[config.mk]
export PLATFORM = sky130hd
export DESIGN_NAME = spk_bwd_cell
export DESIGN_NICKNAME = d
export VERILOG_FILES = /design/src/hdl/spk_pkg.sv /design/src/hdl/spk_bwd_cell.sv
export SDC_FILE = /design/constraint.sdc
export NUM_CORES = 1
export LEC_CHECK = 0
export BUFFER_PORTS_ARGS = -buffer_cell sky130_fd_sc_hd__buf_2
export CELL_PAD_IN_SITES_DETAIL_PLACEMENT = 0
export CELL_PAD_IN_SITES_GLOBAL_PLACEMENT = 1
export CORE_UTILIZATION = 36
export DETAILED_ROUTE_END_ITERATION = 16
export PLACE_DENSITY_LB_ADDON = 0.3
export REMOVE_ABC_BUFFERS = 1
export SETUP_SLACK_MARGIN = 0.05
export SYNTH_ARGS = -nofsm -noshare
export SYNTH_HDL_FRONTEND = slang
export SYNTH_SLANG_ARGS = --single-unit
[constraint.sdc]
create_clock -name clk_i -period 0.8 [get_ports clk_i]
set_input_delay 0.16 -clock clk_i [delete_from_list [all_inputs] [get_ports clk_i]]
set_output_delay 0.16 -clock clk_i [all_outputs]
set_load 0.01 [all_outputs]
[src/hdl/spk_pkg.sv]
// ----------------------------------------------------------------------------
// spk_pkg
// shared widths, the cell state type and a rotate helper for speck 48/72
// ----------------------------------------------------------------------------
package spk_pkg;

  localparam int WORD_W     = 24;
  localparam int NUM_ROUNDS = 22;
  localparam int ROUND_W    = $clog2(NUM_ROUNDS);

  // rotate amounts of the round function
  localparam int ROT_A     = 16;  // rotate right by 8
  localparam int ROT_B     = 3;
  localparam int ROT_B_INV = 21;  // rotate right by 3
  localparam int ROT_A_INV = 8;

  // operation carried with each word
  typedef enum logic {
    OP_ENCRYPT = 1'b0,
    OP_DECRYPT = 1'b1
  } cipher_op_e;

  // everything one cell hands to the next
  typedef struct packed {
    logic              op;   // 0 encrypt, 1 decrypt
    logic [WORD_W-1:0] x;
    logic [WORD_W-1:0] y;
    logic [WORD_W-1:0] k;    // current round key
    logic [WORD_W-1:0] la;   // schedule word used next
    logic [WORD_W-1:0] lb;   // schedule word used after that
  } spk_state_t;

  function automatic logic [WORD_W-1:0] rotl(input logic [WORD_W-1:0] v,
                                             input int unsigned        n);
    rotl = (v << n) | (v >> (WORD_W - n));
  endfunction

endpackage

[src/hdl/spk_bwd_cell.sv]
// ----------------------------------------------------------------------------
// spk_bwd_cell
// one reverse round: decrypts decrypt words; round > 0 steps key schedule back
// ----------------------------------------------------------------------------
module spk_bwd_cell (
  input  logic                       clk_i,
  input  logic                       rst_ni,
  input  logic [spk_pkg::ROUND_W-1:0] round_i,
  input  logic                       valid_i,
  input  spk_pkg::spk_state_t        state_i,
  output logic                       valid_o,
  output spk_pkg::spk_state_t        state_o
);
  import spk_pkg::*;

  logic              valid_q;
  spk_state_t        state_q, state_d;
  logic [WORD_W-1:0] y_new, k_old;
  logic [ROUND_W-1:0] round_prev;

  assign round_prev = round_i - ROUND_W'(1);

  always_comb begin
    state_d = state_i;
    y_new   = rotl(state_i.y ^ state_i.x, ROT_B_INV);
    k_old   = rotl(state_i.k ^ state_i.lb, ROT_B_INV);
    if (state_i.op == OP_DECRYPT) begin
      state_d.y = y_new;
      state_d.x = rotl((state_i.x ^ state_i.k) - y_new, ROT_A_INV);
    end
    // undo the schedule step that made this round key
    if (round_i != '0) begin
      state_d.k  = k_old;
      state_d.la = rotl((state_i.lb ^ WORD_W'(round_prev)) - k_old, ROT_A_INV);
      state_d.lb = state_i.la;
    end
  end

  always_ff @(posedge clk_i or negedge rst_ni) begin
    if (!rst_ni) begin
      valid_q <= 1'b0;
    end else begin
      valid_q <= valid_i;
    end
  end

  always_ff @(posedge clk_i) begin
    state_q <= state_d;
  end

  assign valid_o = valid_q;
  assign state_o = state_q;

  // encrypt words pass the reverse chain untouched
  a_enc_pass: assert property (@(posedge clk_i) disable iff (!rst_ni)
    (valid_q && (state_q.op == OP_ENCRYPT)) |->
      (state_q.x == $past(state_i.x)) && (state_q.y == $past(state_i.y)))
    else $error("encrypt word altered in reverse cell");

endmodule

==> qor.txt <==
Status -> finished, violations left
Failing checks -> setup timing
Clock sinks -> 122
Design area -> 13300 µm²
#FFs+latches synth -> 122
Vias -> 8174
Port bufs -> 250
Die height -> 139 µm
Post-synth top flop -> dfxtp_1
Leak -> 6.32 nW
Die area -> 19500 µm²
CP arrival -> 2.59 ns
Max-slew headroom -> 71.6%
Clk slew on worst S/H paths -> 0.06 ns
Slew Limit Fails -> 0
H-tree levels -> 4
WHS Path Cells -> 3
CP Class -> primary input to flip-flop
Post-synth cell types -> 62
Post-route minimum period -> 2.29 ns
PwrDens -> 2230 nW/µm²
Setup crit start kind -> primary input
Tcrit/Tclk final -> 287%
Critical path cell sequence -> buf_8 -> buf_6 -> xor2_1 -> ha_2 -> inv_2 -> fa_2 -> a21oi_2 -> o211ai_1 -> a41oi_2 -> a21oi_2 -> buf_4 -> buf_6 -> a31oi_4 -> xor2_1 -> o21ai_1
Synthesized area -> 6810 µm²
Critical path required time -> 1.10 ns
Tightest Pin Transition -> 0.422 ns
Initial antenna violation count -> 1
Ports -> 251
CP Launch Point -> round_i[0]
Top post-synthesis cells by area -> dfxtp_1 (36%), xnor2_1 (9.1%), ha_1 (8.6%)
DP Cell Count -> 1520
Sum of buffers and inverters on the critical path -> 5
Fmax -> 0.436 GHz
Register area share after synthesis -> 36.0%
Rows -> 49
Slowest stage delay, CP -> 0.35 ns
Avg Cell Area, Syn -> 8.43 µm²
Dpl cell area -> 10300 µm²
Layout area overhead -> 95.4%
DP Worst Slack -> -2.18 ns
Max-Cap Viols -> 0
Pin count of the biggest net entering global routing -> 33
Fin nets -> 1554
Antenna-violating nets left -> 0
CTS Buf Count -> 17
Core area -> 18300 µm²
Fillers -> 1308
WL final -> 30200 µm
CTS root buf -> clkbuf_16
Cells after Synth -> 807
Max Root-Sink Buffers -> 2
Starting DRT DRC Count -> 557
HP Class -> primary input to flip-flop
Commonest non-fill, non-tap cell in the layout -> buf_4
Vias in the first global route -> 8111
Antenna fix cells -> 0
CTS tree -> built
Finished Layout Cells -> 1616
CP max-delay cell -> fa_2
Most frequent cells in the layout -> buf_4 (259), buf_2 (179), nand2_1 (110), buf_6 (99), nor2_1 (80)
Peak VDD IR -> 1.64 mV
Top delay family on crit path -> compound AO/OA/AOI/OAI gates
DPL Wire Length -> 20900 µm
Top-area cell type share of the netlist area -> 35.6%
Final WS setup -> -1.49 ns
First-pass GRT wire length -> 43800 µm
RSZ-0062 raised after global routing -> true
Crit-path max FO -> 2
First-pass DRT Iterations -> 5
Setup-failing EPs final -> 217
Share of cells above drive strength 1 -> 56.1%
Count of flip-flops with a built-in enable after synthesis -> 0
Post-synth top area cell -> dfxtp_1
HP Start -> state_i[74]
Gr ovfl total -> 0
Post-synth ARST share -> 0.820%
Drt wl/cell -> 18.7 µm
Gp weighted congestion -> 0.897
Final Hold Fails -> 0
Die W -> 139 µm
Initial Utilization -> 37.2%
DRC -> 0
Via density per instance -> 5.06
GRT Resource Usage Total -> 29.7%
Yosys Warn Count -> 0
Worst Hold Endpoint -> state_o[74]
CP Capture Type -> flip-flop
-- registers in the layout, indices dropped and copies added, names as in the netlist --
| signal | cells |
|---|---|
| state_o | 121 |
| valid_o | 1 |
-- how the worst max path moves through the flow --
stage,end,cells past startpoint
6_report,state_o[26],15
3_3_place_gp,state_o[28],13
3_5_place_dp,state_o[28],13
5_1_grt,state_o[26],15
4_1_cts,state_o[28],13
2_1_floorplan,state_o[31],8
-- stage by stage --
stage	util, %	hold slack [ns]	setup TNS, ns	power [W]
2_1_floorplan	-	-0.136	-158.62	0.0121
3_3_place_gp	56.4	-0.0655	-119.47	0.0169
3_5_place_dp	56.4	-0.0635	-123.91	0.0170
4_1_cts	68.0	0.00159	-86.16	0.0276
5_1_grt	72.8	0.0207	-100.42	0.0309
6_report	72.8	0.00932	-92.81	0.0296
-- worst min-delay path, stage by stage --
cell and delay (ns):
buf_2 0.11, nor2_1 0.08, a21oi_1 0.04
-- cell families (layout without fill, tap and decap cells) --
group,Yosys count,in the layout,share of synthesized area (%)
adder cells (fa/ha/maj),49,49,9.23
buffers and inverters,39,619,2.21
flip-flops,122,122,36.0
AND/OR/NAND/NOR,269,269,17.3
AO/OA/AOI/OAI,201,201,18.5
XOR/XNOR,115,115,14.8
multiplexers,12,12,2.04
-- per-layer routing --
layer	up-vias	GRT usage (%)	routed length, µm
met2	335	48.5	14400
met3	69	5.40	1760
li1	3946	-	-
met4	2	12.1	906
met5	-	0	13
met1	3822	38.6	13100
-- cells in the mapped netlist, types with 12 or more instances --
library cell and n:
xnor2_1 71, dfxtp_1 121, nand2_1 117, a21o_1 19, ha_1 47, xor2_1 44, a21oi_1 93, a31oi_1 12
clkbuf_1 27, o21ai_0 27, nor2_1 89
-- final cells by class --
cell class                      count  area (µm²)  area share (%)
Clock inverter                      8         168            1.26
Inverter                            9        38.8           0.292
Timing Repair Buffer              580        4560            34.3
Clock buffer                       22         464            3.49
Sequential cell                   122        2520            18.9
Tap cell                          229         287            2.15
Multi-Input combinational cell    646        5260            39.6
-- where the power goes --
part,switching (W),internal [W],total (W)
combinational,0.00618,0.00714,0.0133
clock,0.00289,0.00565,0.00854
sequential,0.000473,0.00731,0.00778
total,0.00955,0.0201,0.0296
-- repair_timing --
action	4_1_cts	5_1_grt
pin swaps	74	74
endpoints found under the hold margin	41	0
setup endpoints to repair	217	218
gates resized for setup	216	163
hold buffers	26	0
buffers inserted	26	20
gates cloned	3	0
Note: power is estimated with default switching activity, not from simulation.
