--- src/hdl/spk_pkg.sv ---
// ----------------------------------------------------------------------------
// spk_pkg
// shared widths, the cell state type and a rotate helper for speck 48/72
// ----------------------------------------------------------------------------
package spk_pkg;

  localparam int WORD_W     = 24;
  localparam int NUM_ROUNDS = 22;
  localparam int ROUND_W    = $clog2(NUM_ROUNDS);

  // rotate amounts of the round function
  localparam int ROT_A     = 16;  // rotate right by 8
  localparam int ROT_B     = 3;
  localparam int ROT_B_INV = 21;  // rotate right by 3
  localparam int ROT_A_INV = 8;

  // operation carried with each word
  typedef enum logic {
    OP_ENCRYPT = 1'b0,
    OP_DECRYPT = 1'b1
  } cipher_op_e;

  // everything one cell hands to the next
  typedef struct packed {
    logic              op;   // 0 encrypt, 1 decrypt
    logic [WORD_W-1:0] x;
    logic [WORD_W-1:0] y;
    logic [WORD_W-1:0] k;    // current round key
    logic [WORD_W-1:0] la;   // schedule word used next
    logic [WORD_W-1:0] lb;   // schedule word used after that
  } spk_state_t;

  function automatic logic [WORD_W-1:0] rotl(input logic [WORD_W-1:0] v,
                                             input int unsigned        n);
    rotl = (v << n) | (v >> (WORD_W - n));
  endfunction

endpackage

--- src/hdl/spk_fwd_cell.sv ---
// ----------------------------------------------------------------------------
// spk_fwd_cell
// one forward round: encrypt words encrypted; unless last, one schedule step
// ----------------------------------------------------------------------------
module spk_fwd_cell (
  input  logic                       clk_i,
  input  logic                       rst_ni,
  input  logic [spk_pkg::ROUND_W-1:0] round_i,
  input  logic                       valid_i,
  input  spk_pkg::spk_state_t        state_i,
  output logic                       valid_o,
  output spk_pkg::spk_state_t        state_o
);
  import spk_pkg::*;

  logic              valid_q;
  spk_state_t        state_q, state_d;
  logic [WORD_W-1:0] x_new, ln;
  logic              last;

  assign last = (round_i == ROUND_W'(NUM_ROUNDS - 1));

  always_comb begin
    state_d = state_i;
    x_new   = (rotl(state_i.x, ROT_A) + state_i.y) ^ state_i.k;
    ln      = (rotl(state_i.la, ROT_A) + state_i.k) ^ WORD_W'(round_i);
    if (state_i.op == OP_ENCRYPT) begin
      state_d.x = x_new;
      state_d.y = rotl(state_i.y, ROT_B) ^ x_new;
    end
    // last cell keeps the final round key for the reverse chain
    if (!last) begin
      state_d.k  = rotl(state_i.k, ROT_B) ^ ln;
      state_d.la = state_i.lb;
      state_d.lb = ln;
    end
  end

  always_ff @(posedge clk_i or negedge rst_ni) begin
    if (!rst_ni) begin
      valid_q <= 1'b0;
    end else begin
      valid_q <= valid_i;
    end
  end

  always_ff @(posedge clk_i) begin
    state_q <= state_d;
  end

  assign valid_o = valid_q;
  assign state_o = state_q;

endmodule

--- config.mk ---
export PLATFORM = sky130hd
export DESIGN_NAME = spk_fwd_cell
export DESIGN_NICKNAME = d
export VERILOG_FILES = /design/src/hdl/spk_pkg.sv /design/src/hdl/spk_fwd_cell.sv
export SDC_FILE = /design/constraint.sdc
export NUM_CORES = 1
export LEC_CHECK = 0
export BUFFER_PORTS_ARGS = -buffer_cell sky130_fd_sc_hd__buf_2
export CAP_MARGIN = 20
export CORE_MARGIN = 10
export CORE_UTILIZATION = 25
export DETAILED_ROUTE_END_ITERATION = 10
export HOLD_SLACK_MARGIN = 0.1
export PLACE_DENSITY = 0.56
export SYNTH_ARGS = -nofsm -noshare
export SYNTH_HDL_FRONTEND = slang
export SYNTH_SLANG_ARGS = --single-unit
--- constraint.sdc ---
create_clock -name clk_i -period 0.8 [get_ports clk_i]
set_input_delay 0.04 -clock clk_i [delete_from_list [all_inputs] [get_ports clk_i]]
set_output_delay 0.04 -clock clk_i [all_outputs]
set_load 0.1 [all_outputs]
==> results of run 1 <==
-- state kept, by name (all words and copies together) (netlist names) --
register,cells
state_o,121
valid_o,1
-- metal layers --
| layer | share of wire, % | wire length (um) |
|---|---|---|
| met5 | 0.093 | 34 |
| met4 | 1.9 | 686 |
| met2 | 52 | 19100 |
| met3 | 6.9 | 2506 |
| met1 | 39 | 14130 |
-- logic make-up (layout without fill, tap and decap cells) --
| logic type | after synthesis | count (layout) | share of synthesized area [%] |
|---|---|---|---|
| DFF | 122 | 122 | 36.10 |
| xor gates and xnor gates | 127 | 127 | 17.46 |
| buffers and inverters | 38 | 701 | 2.362 |
| and+or+nand+nor | 260 | 260 | 15.59 |
| other | 0 | 2 | 0 |
| adders and majority gates | 48 | 48 | 9.079 |
| AOI/OAI and AO/OA | 170 | 170 | 15.76 |
| muxes | 22 | 22 | 3.654 |
-- path summary, 6_finish.rpt --
kind                               end  slack (ns)  depth (start not counted)
max                        state_o[64]       -1.35                         13
min                        state_o[88]        0.05                          3
max in group asynchronous      valid_o        0.21                          3
min in group asynchronous      valid_o        0.47                          3
-- area by class of cell --
type	instances	area, um2
flip-flops and latches	122	2608
diodes	2	5.005
inverters	7	26.28
multi-input cells	627	5849
clock inverters	9	136.4
well taps	341	426.7
clock buffers	23	498.0
fillers	2046	10260
repair buffers	662	6988
-- placed cells by master, fill, tap and decap left out, drive strengths merged, types with 4 or more instances in the layout --
cell type | Yosys | layout
a31oi | 5 | 5
xor2 | 32 | 32
o21ai | 68 | 68
dfxtp | 121 | 121
mux2 | 22 | 22
xnor2 | 90 | 90
nor3 | 5 | 5
clkbuf | 28 | 26
clkinv | 0 | 4
inv | 7 | 7
a21o | 22 | 22
nor2 | 23 | 23
ha | 46 | 46
nand3 | 10 | 10
buf | 3 | 537
nand2 | 200 | 200
a211oi | 8 | 8
and3 | 5 | 5
a21oi | 49 | 49
dlygate4sd3 | 0 | 121
or3 | 6 | 6
-- power breakdown --
group	total [uW]	switching (uW)	internal, uW	leakage (uW)
combinational	23600	13600	9970	0.00615
clock	8540	3210	5340	0.000306
sequential	8510	977	7530	0.00104
total	40600	17800	22800	0.00749
-- repair_timing --
item                                   CTS  global route
pin swaps                              130           125
gates cloned                             2             3
endpoints found under the hold margin  123             5
resized for setup                      209           126
hold buffers                           121             2
setup endpoints to repair              233           234
setup buffers                           37            33
-- through the flow --
stage	setup slack, ns	cell area [um2]	power [uW]
after CTS	-1.176	15670	39660
after global placement	-1.734	12540	28960
final	-1.348	16540	40630
after global routing	-1.411	16530	41910
after detailed placement	-1.787	12540	29060
after floorplan	-1.526	7381	20250
-- critical path: cells and delay by family --
| kind | cells | cell delay (ns) |
|---|---|---|
| AO/OA/AOI/OAI | 7 | 1.32 |
| adder cells (fa/ha/maj) | 2 | 0.54 |
| XOR/XNOR | 2 | 0.30 |
| buffers and inverters | 2 | 0.24 |
==> run_results.csv, run 1 <==
group,metric,value,unit
run_status,status,"finished with violations",
run_status,violations,"negative setup slack",
global_route,grt_pass1_wl,51.53,mm
final_layout,final_util,61.70,%
route,via_count,8201,
yosys,ys_seq_area_share,36.10,%
timing,holdWs,0.04635,ns
critical_path,slowest_delay,0.38,ns
timing,fmax,0.4655,GHz
clocking,cts_tree,"built",
critical_path,crit_type,"in2reg",
floorplan,start_util,25.30,%
placed_design,portBuffers,250,
yosys,syn_nets,964,
clocking,root_buffer,"clkbuf_16",
timing,min_period,2.148,ns
yosys,synth_area_leaders,"dfxtp_1 36%, xnor2_1 12%, nand2_1 11%",
floorplan,die_h,184.7,um
floorplan,top_level_ports,251,
timing,fin_tns_setup,-99.40,ns
timing,slew_violations,0,
timing,rsz0062_at_grt,"true",
route,drc_errors,0,
global_route,use_met3,6.123,%
clocking,path_clk_slew,0.06,ns
final_layout,fin_cells,1793,
placed_design,finalWeightedCongestion,0.8542,
critical_path,setup.worst_path.start,"state_i[48]",
final_layout,drive_gt1_share,63.17,%
yosys,synth.most_common_cell,"nand2_1",
yosys,synth_ff_type,"dfxtp_1",
yosys,synth_warnings,0,
yosys,syn_inst,787,
route,drt_iter0_drc,254,
critical_path,crit_fanout,3,
global_route,use_met2,36.32,%
clocking,htree_levels,4,
floorplan,row_count,60,
floorplan,die_area,0.03411,mm2
timing,tightest_slew,0.5018,ns
min_path,hold_class,"in2reg",
flow_run,maxCapViolCount,0,
yosys,yosysTopAreaCellShare,35.73,%
yosys,async_flop_share,0.8197,%
timing,fin_crit_sh,268.5,%
pwr,power.leakage,0.007494,uW
critical_path,required,1.11,ns
clocking,cts_buffer_depth,2,
critical_path,crit_slowest_cell,"fa_2",
yosys,synth-edff-count,0,
yosys,ys_types,51,
global_route,globalRoute.busiestLayer,"met2",
critical_path,worst_setup_path_start_kind,"input pin",
min_path,min-delay-start,"state_i[120]",
floorplan,die_w,184.7,um
critical_path,arrival,2.46,ns
route,route.detailed.wl_per_inst,20.33,um
yosys,ys_top_cells_by_count,"200 x nand2_1, 121 x dfxtp_1, 90 x xnor2_1",
route,via_per_inst,4.574,
timing,worst_slack,-1.348,ns
global_route,overflow,0,
placed_design,dp_cells,1588,
global_route,track_usage,19.97,%
clocking,clock-sinks,122,
global_route,grt_pass1_vias,8801,
placed_design,dp_hpwl,26.03,mm
yosys,yosysTopAreaCell,"dfxtp_1",
global_route,grt_max_degree,28,
timing,finalHoldViolCount,0,
route,wl,36.45,mm
timing,setup_viol,227,
global_route,use_met1,22.13,%
yosys,avgSynthCellArea,8.615,um2
yosys,ys_seq_elements,122,
timing,max-slew-margin-rel,66.40,%
final_layout,areaGrowthSynthToFinish,143.9,%
yosys,synthesis.area,0.006780,mm2
critical_path,critPathCaptureType,"register",
floorplan,design.core.area,0.02680,mm2
global_route,grt_antenna_before_repair,4,
route,dr.pass1.iters,4,
critical_path,crit_chain,"buf_8 -> ha_4 -> fa_2 -> a21o_1 -> a21o_1 -> a31oi_4 -> a31oi_4 -> buf_6 -> a211o_1 -> a21oi_2 -> xnor2_2 -> xnor2_1 -> o21ai_1",
clocking,cts_buffers,17,
pwr,power_density,2457,mW/mm2
route,postRouteAntennaNets,0,
pwr,ir_drop,1535,uV
final_layout,fin_nets,1614,
Note: power is estimated with default switching activity, not from simulation.
==> run 2, diff against run 1 <==
--- a/config.mk
+++ b/config.mk
@@ -7,6 +7,7 @@
 export LEC_CHECK = 0
 export BUFFER_PORTS_ARGS = -buffer_cell sky130_fd_sc_hd__buf_2
 export CAP_MARGIN = 20
+export CORE_ASPECT_RATIO = 0.9
 export CORE_MARGIN = 10
 export CORE_UTILIZATION = 25
 export DETAILED_ROUTE_END_ITERATION = 10
==> constraint.sdc (replaced) <==
create_clock -name clk_i -period 2.2 [get_ports clk_i]
set_input_delay 0.11 -clock clk_i [delete_from_list [all_inputs] [get_ports clk_i]]
set_output_delay 0.11 -clock clk_i [all_outputs]
set_load 0.1 [all_outputs]
==> run 2 against run 1 <==
  * The flow still finishes with violations (negative setup slack)
  * Routed wire length down 15%
  * Cell area down 30%
  * Hold slack better by 0.072 ns
  * Clock power down 69%
  * Sequential share of layout area up 5.3 points
  * Worst setup slack better by 1.3 ns
  * Sequential power down 68%
  * Sequential cell count unchanged
  * Via count down 10%
  * Critical path type unchanged
  * Largest cell class is now multi-input combinational cells
  * Critical path depth down 1
  * Power down 72%
==> run_results.csv, run 2 (same netlist as run 1, synthesis figures left out) <==
group,metric,value,unit
run_status,status,"finished with violations",
run_status,violations,"negative setup slack",
timing,setup_viol,1,
floorplan,row_count,57,
global_route,overflow,0,
clocking,root_buffer,"clkbuf_16",
route,via_per_inst,4.411,
floorplan,die_area,0.03412,mm2
global_route,grt_pass1_wl,46.23,mm
global_route,grt_antenna_before_repair,8,
global_route,grt_max_degree,71,
final_layout,nFillCells,2693,
global_route,track_usage,17.54,%
critical_path,crit_type,"in2reg",
final_layout,fin_nets,1476,
route,dr.pass1.iters,5,
critical_path,crit_fanout,5,
timing,fin_tns_setup,-0.03760,ns
placed_design,finalWeightedCongestion,0.9088,
route,drc_errors,0,
global_route,grt_pass1_vias,7737,
floorplan,start_util,25.22,%
min_path,hold_class,"in2reg",
timing,max-slew-margin-rel,63.65,%
clocking,cts_buffer_depth,2,
placed_design,dp_hpwl,24.56,mm
route,drt_iter0_drc,269,
final_layout,final_cell_mix,"245 x buf_2, 198 x nand2_1, 152 x buf_4, 121 x dfxtp_1, 120 x dlygate4sd3_1",
floorplan,top_level_ports,251,
clocking,cts_buffers,17,
timing,worst_slack,-0.03760,ns
flow_run,maxCapViolCount,0,
final_layout,mostFrequentLayoutCell,"buf_2",
pwr,power_density,986.6,mW/mm2
floorplan,design.core.area,0.02689,mm2
clocking,cts_tree,"built",
pwr,ir_drop,526.1,uV
timing,fin_crit_sh,101.7,%
timing,slew_violations,0,
route,via_count,7375,
timing,tightest_slew,0.5491,ns
critical_path,critPathCaptureType,"register",
floorplan,die_w,193.6,um
final_layout,areaGrowthSynthToFinish,70.94,%
timing,fmax,0.4469,GHz
floorplan,die_h,176.2,um
final_layout,drive_gt1_share,38.95,%
clocking,path_clk_slew,0.06,ns
pwr,power,11430,uW
critical_path,arrival,2.55,ns
timing,finalHoldViolCount,0,
placed_design,portBuffers,250,
critical_path,worst_setup_path_start_kind,"input pin",
timing,holdWs,0.1186,ns
clocking,clock-sinks,122,
route,wl,30.88,mm
route,postRouteAntennaNets,0,
final_layout,largest_reg_flops,121,
route,route.detailed.wl_per_inst,18.47,um
critical_path,crit_slowest_cell,"fa_2",
pwr,power.leakage,0.005523,uW
clocking,htree_levels,4,
timing,rsz0062_at_grt,"true",
critical_path,required,2.51,ns
critical_path,crit_chain,"buf_8 -> ha_4 -> fa_2 -> a21o_1 -> a21o_4 -> a21oi_4 -> o21ai_4 -> a41o_4 -> a2111oi_4 -> or3_4 -> xor2_2 -> mux2_4",
timing,min_period,2.238,ns
critical_path,slowest_delay,0.35,ns
[run 2: changes by cell type in the layout (fill, tap and decap cells not counted), moves of 42 or more]
cell,before,now
buf_4,235,152
o21ai_0,12,56
dfxtp_1,0,121
buf_2,108,245
xnor2_1,42,84
dfxtp_2,118,0
buf_12,129,2
buf_6,53,4
[run 2: stage by stage]
step | setup slack, ns | cells | utilization, % | area, um2
floorplan | -0.1958 | 787 | - | 6843
global placement | -0.4490 | 1502 | 35.33 | 9500
detailed placement | -0.4947 | 1502 | 35.33 | 9500
CTS | 0.004899 | 1654 | 41.86 | 11260
global route | -0.1080 | 1669 | 43.08 | 11580
finish | -0.03760 | 1672 | 43.11 | 11590
[run 2: worst paths after layout]
kind                         startpoint      endpoint  slack (ns)  cells past startpoint
min in group asynchronous        rst_ni       valid_o        0.51                      3
max in group asynchronous        rst_ni       valid_o        1.59                      3
setup / recovery           state_i[104]  state_o[118]       -0.04                     12
hold / removal              state_i[50]   state_o[50]        0.12                      4
[run 2: where the power goes]
part,internal (uW),switching (uW)
Clock,1500,1160
Sequential,2630,115
Combinational,1550,4470
[run 2: worst max-delay path: cells and delay by family]
family	cells	cell delay, ns
compound gates	6	1.29
xor+xnor	1	0.06
fa+ha+maj	2	0.51
buf+inv	1	0.10
mux	1	0.28
simple gates	1	0.19
[run 2: timing repair]
action | 4_1_cts | 5_1_grt
buffers inserted | 1 | 11
pin swaps | 4 | 35
hold buffers | 119 | 1
setup endpoints to repair | 2 | 19
gates resized for setup | 1 | 42
endpoints found under the hold margin | 115 | 1
[run 2: final cells by class]
class	instances	area, um2	area share, %
clock inverters	13	95.09	0.8205
repair buffers	524	3669	31.65
flip-flops and latches	122	2447	21.12
inverters	7	26.28	0.2267
diodes	6	15.01	0.1295
clock buffers	19	452.9	3.908
well taps	354	442.9	3.822
multi-input cells	627	4442	38.32
[run 2: per-layer routing]
layer | wire (um) | GRT usage (%) | share of wire [%]
met3 | 2101 | 5.537 | 6.8
met1 | 13870 | 21.56 | 45
met2 | 14340 | 28.74 | 46
met5 | 41 | 0 | 0.13
met4 | 529 | 5.423 | 1.7
==> run 3, diff against run 2 <==
--- a/config.mk
+++ b/config.mk
@@ -13,6 +13,7 @@
 export DETAILED_ROUTE_END_ITERATION = 10
 export HOLD_SLACK_MARGIN = 0.1
 export PLACE_DENSITY = 0.56
+export RECOVER_POWER = 50
 export SYNTH_ARGS = -nofsm -noshare
 export SYNTH_HDL_FRONTEND = slang
 export SYNTH_SLANG_ARGS = --single-unit
==> run 3 against run 2 <==
  * The flow still finishes with violations (negative setup slack)
  * Largest cell class unchanged
  * Combinational power barely moved
  * Hold slack improved by 0.0026 ns
  * Worst setup slack gained 0.0011 ns
  * Highest routed layer unchanged
  * Non-clock buffer count stayed put
  * Fmax about the same
==> run_results.csv, run 3 (same netlist as run 1, synthesis figures left out) <==
group,metric,value,unit
route,postRouteAntennaNets,0,
critical_path,critPathCaptureType,"register",
floorplan,row_count,57,
pwr,power_density,987.3,mW/mm2
route,route.detailed.wl_per_inst,18.45,um
floorplan,start_util,25.22,%
timing,min_period,2.236,ns
route,wl,30.86,mm
min_path,hold_class,"in2reg",
final_layout,nFillCells,2695,
final_layout,final_cell_mix,"244 x buf_2, 198 x nand2_1, 150 x buf_4, 121 x dfxtp_1, 120 x dlygate4sd3_1",
clocking,htree_levels,4,
global_route,grt_pass1_vias,7737,
critical_path,crit_type,"in2reg",
placed_design,preCtsSetupSlack,-0.4947,ns
run_status,violations,"negative setup slack",
route,dr.pass1.iters,5,
placed_design,portBuffers,250,
final_layout,areaGrowthSynthToFinish,70.83,%
clocking,cts_tree,"built",
timing,finalHoldViolCount,0,
clocking,root_buffer,"clkbuf_16",
global_route,grt_pass1_wl,46.23,mm
timing,slew_violations,0,
placed_design,finalWeightedCongestion,0.9088,
critical_path,required,2.51,ns
global_route,grt_antenna_before_repair,8,
final_layout,mostFrequentLayoutCell,"buf_2",
global_route,use_met3,5.537,%
global_route,track_usage,17.54,%
floorplan,die_h,176.2,um
timing,fin_crit_sh,101.7,%
final_layout,final_util,43.08,%
flow_run,maxCapViolCount,0,
timing,tightest_slew,1.213,ns
global_route,globalRoute.busiestLayer,"met2",
clocking,clock-sinks,122,
floorplan,top_level_ports,251,
route,via_count,7405,
floorplan,die_area,0.03412,mm2
final_layout,drive_gt1_share,38.80,%
critical_path,worst_setup_path_start_kind,"input pin",
floorplan,die_w,193.6,um
timing,setup_viol,1,
final_layout,fin_nets,1476,
route,drc_errors,0,
timing,fmax,0.4471,GHz
clocking,cts_buffer_depth,2,
final_layout,largest_reg_flops,121,
pwr,ir_drop,526.4,uV
critical_path,crit_fanout,5,
pwr,power.leakage,0.005516,uW
global_route,grt_max_degree,71,
global_route,use_met2,28.74,%
critical_path,arrival,2.55,ns
timing,max-slew-margin-rel,19.15,%
global_route,use_met1,21.56,%
clocking,path_clk_slew,0.06,ns
clocking,cts_buffers,17,
run_status,status,"finished with violations",
timing,rsz0062_at_grt,"true",
global_route,overflow,0,
timing,holdWs,0.1212,ns
route,via_per_inst,4.429,
timing,worst_slack,-0.03646,ns
floorplan,design.core.area,0.02689,mm2
placed_design,dp_hpwl,24.56,mm
route,drt_iter0_drc,287,
run 3: worst paths after layout:
check                              from      endpoint  slack (ns)  cells past startpoint
min                         state_i[50]   state_o[50]        0.12                      4
max                        state_i[104]  state_o[118]       -0.04                     12
min in group asynchronous        rst_ni       valid_o        0.51                      3
max in group asynchronous        rst_ni       valid_o        1.59                      3
run 3: final cells by class:
class	count	area (um2)	area share, %
Sequential cell	122	2447	21.13
Multi-Input combinational cell	627	4442	38.35
Antenna cell	6	15.01	0.1296
Inverter	7	26.28	0.2269
Timing Repair Buffer	524	3661	31.61
Tap cell	354	442.9	3.824
Clock buffer	19	452.9	3.911
Clock inverter	13	95.09	0.8210
run 3: report_power, final:
group	internal, uW	total, uW	switching (uW)
Clock	1500	2670	1160
Sequential	2630	2750	115
Combinational	1550	6020	4470
Total	5690	11400	5740
run 3: repair_timing:
action	CTS	global route
hold buffers	119	1
gates resized for setup	1	42
endpoints found under the setup margin	2	19
buffers inserted	1	11
pin swaps	4	35
hold endpoints to repair	115	1
run 3: layer usage:
| layer | vias to the layer above | routed length (um) |
|---|---|---|
| li1 | 3701 | - |
| met1 | 3456 | 13810 |
| met2 | 209 | 14350 |
| met3 | 33 | 2113 |
| met4 | 6 | 547 |
| met5 | - | 41 |
run 3: critical path: stages:
cell,delay (ns)
buf_8,0.10
ha_4,0.16
fa_2,0.35
a21o_1,0.17
a21o_4,0.22
a21oi_4,0.20
o21ai_4,0.08
a41o_4,0.29
a2111oi_4,0.33
or3_4,0.19
xor2_2,0.06
mux2_4,0.28
run 3: through the flow:
stage	power, uW	std cells	area [um2]	setup TNS (ns)
final	11440	1672	11580	-0.03646
after global routing	11910	1669	11570	-0.3029
after detailed placement	8506	1502	9500	-11.89
after global placement	8497	1502	9500	-11.21
after CTS	11400	1654	11260	0
after floorplan	7131	787	6843	-1.086
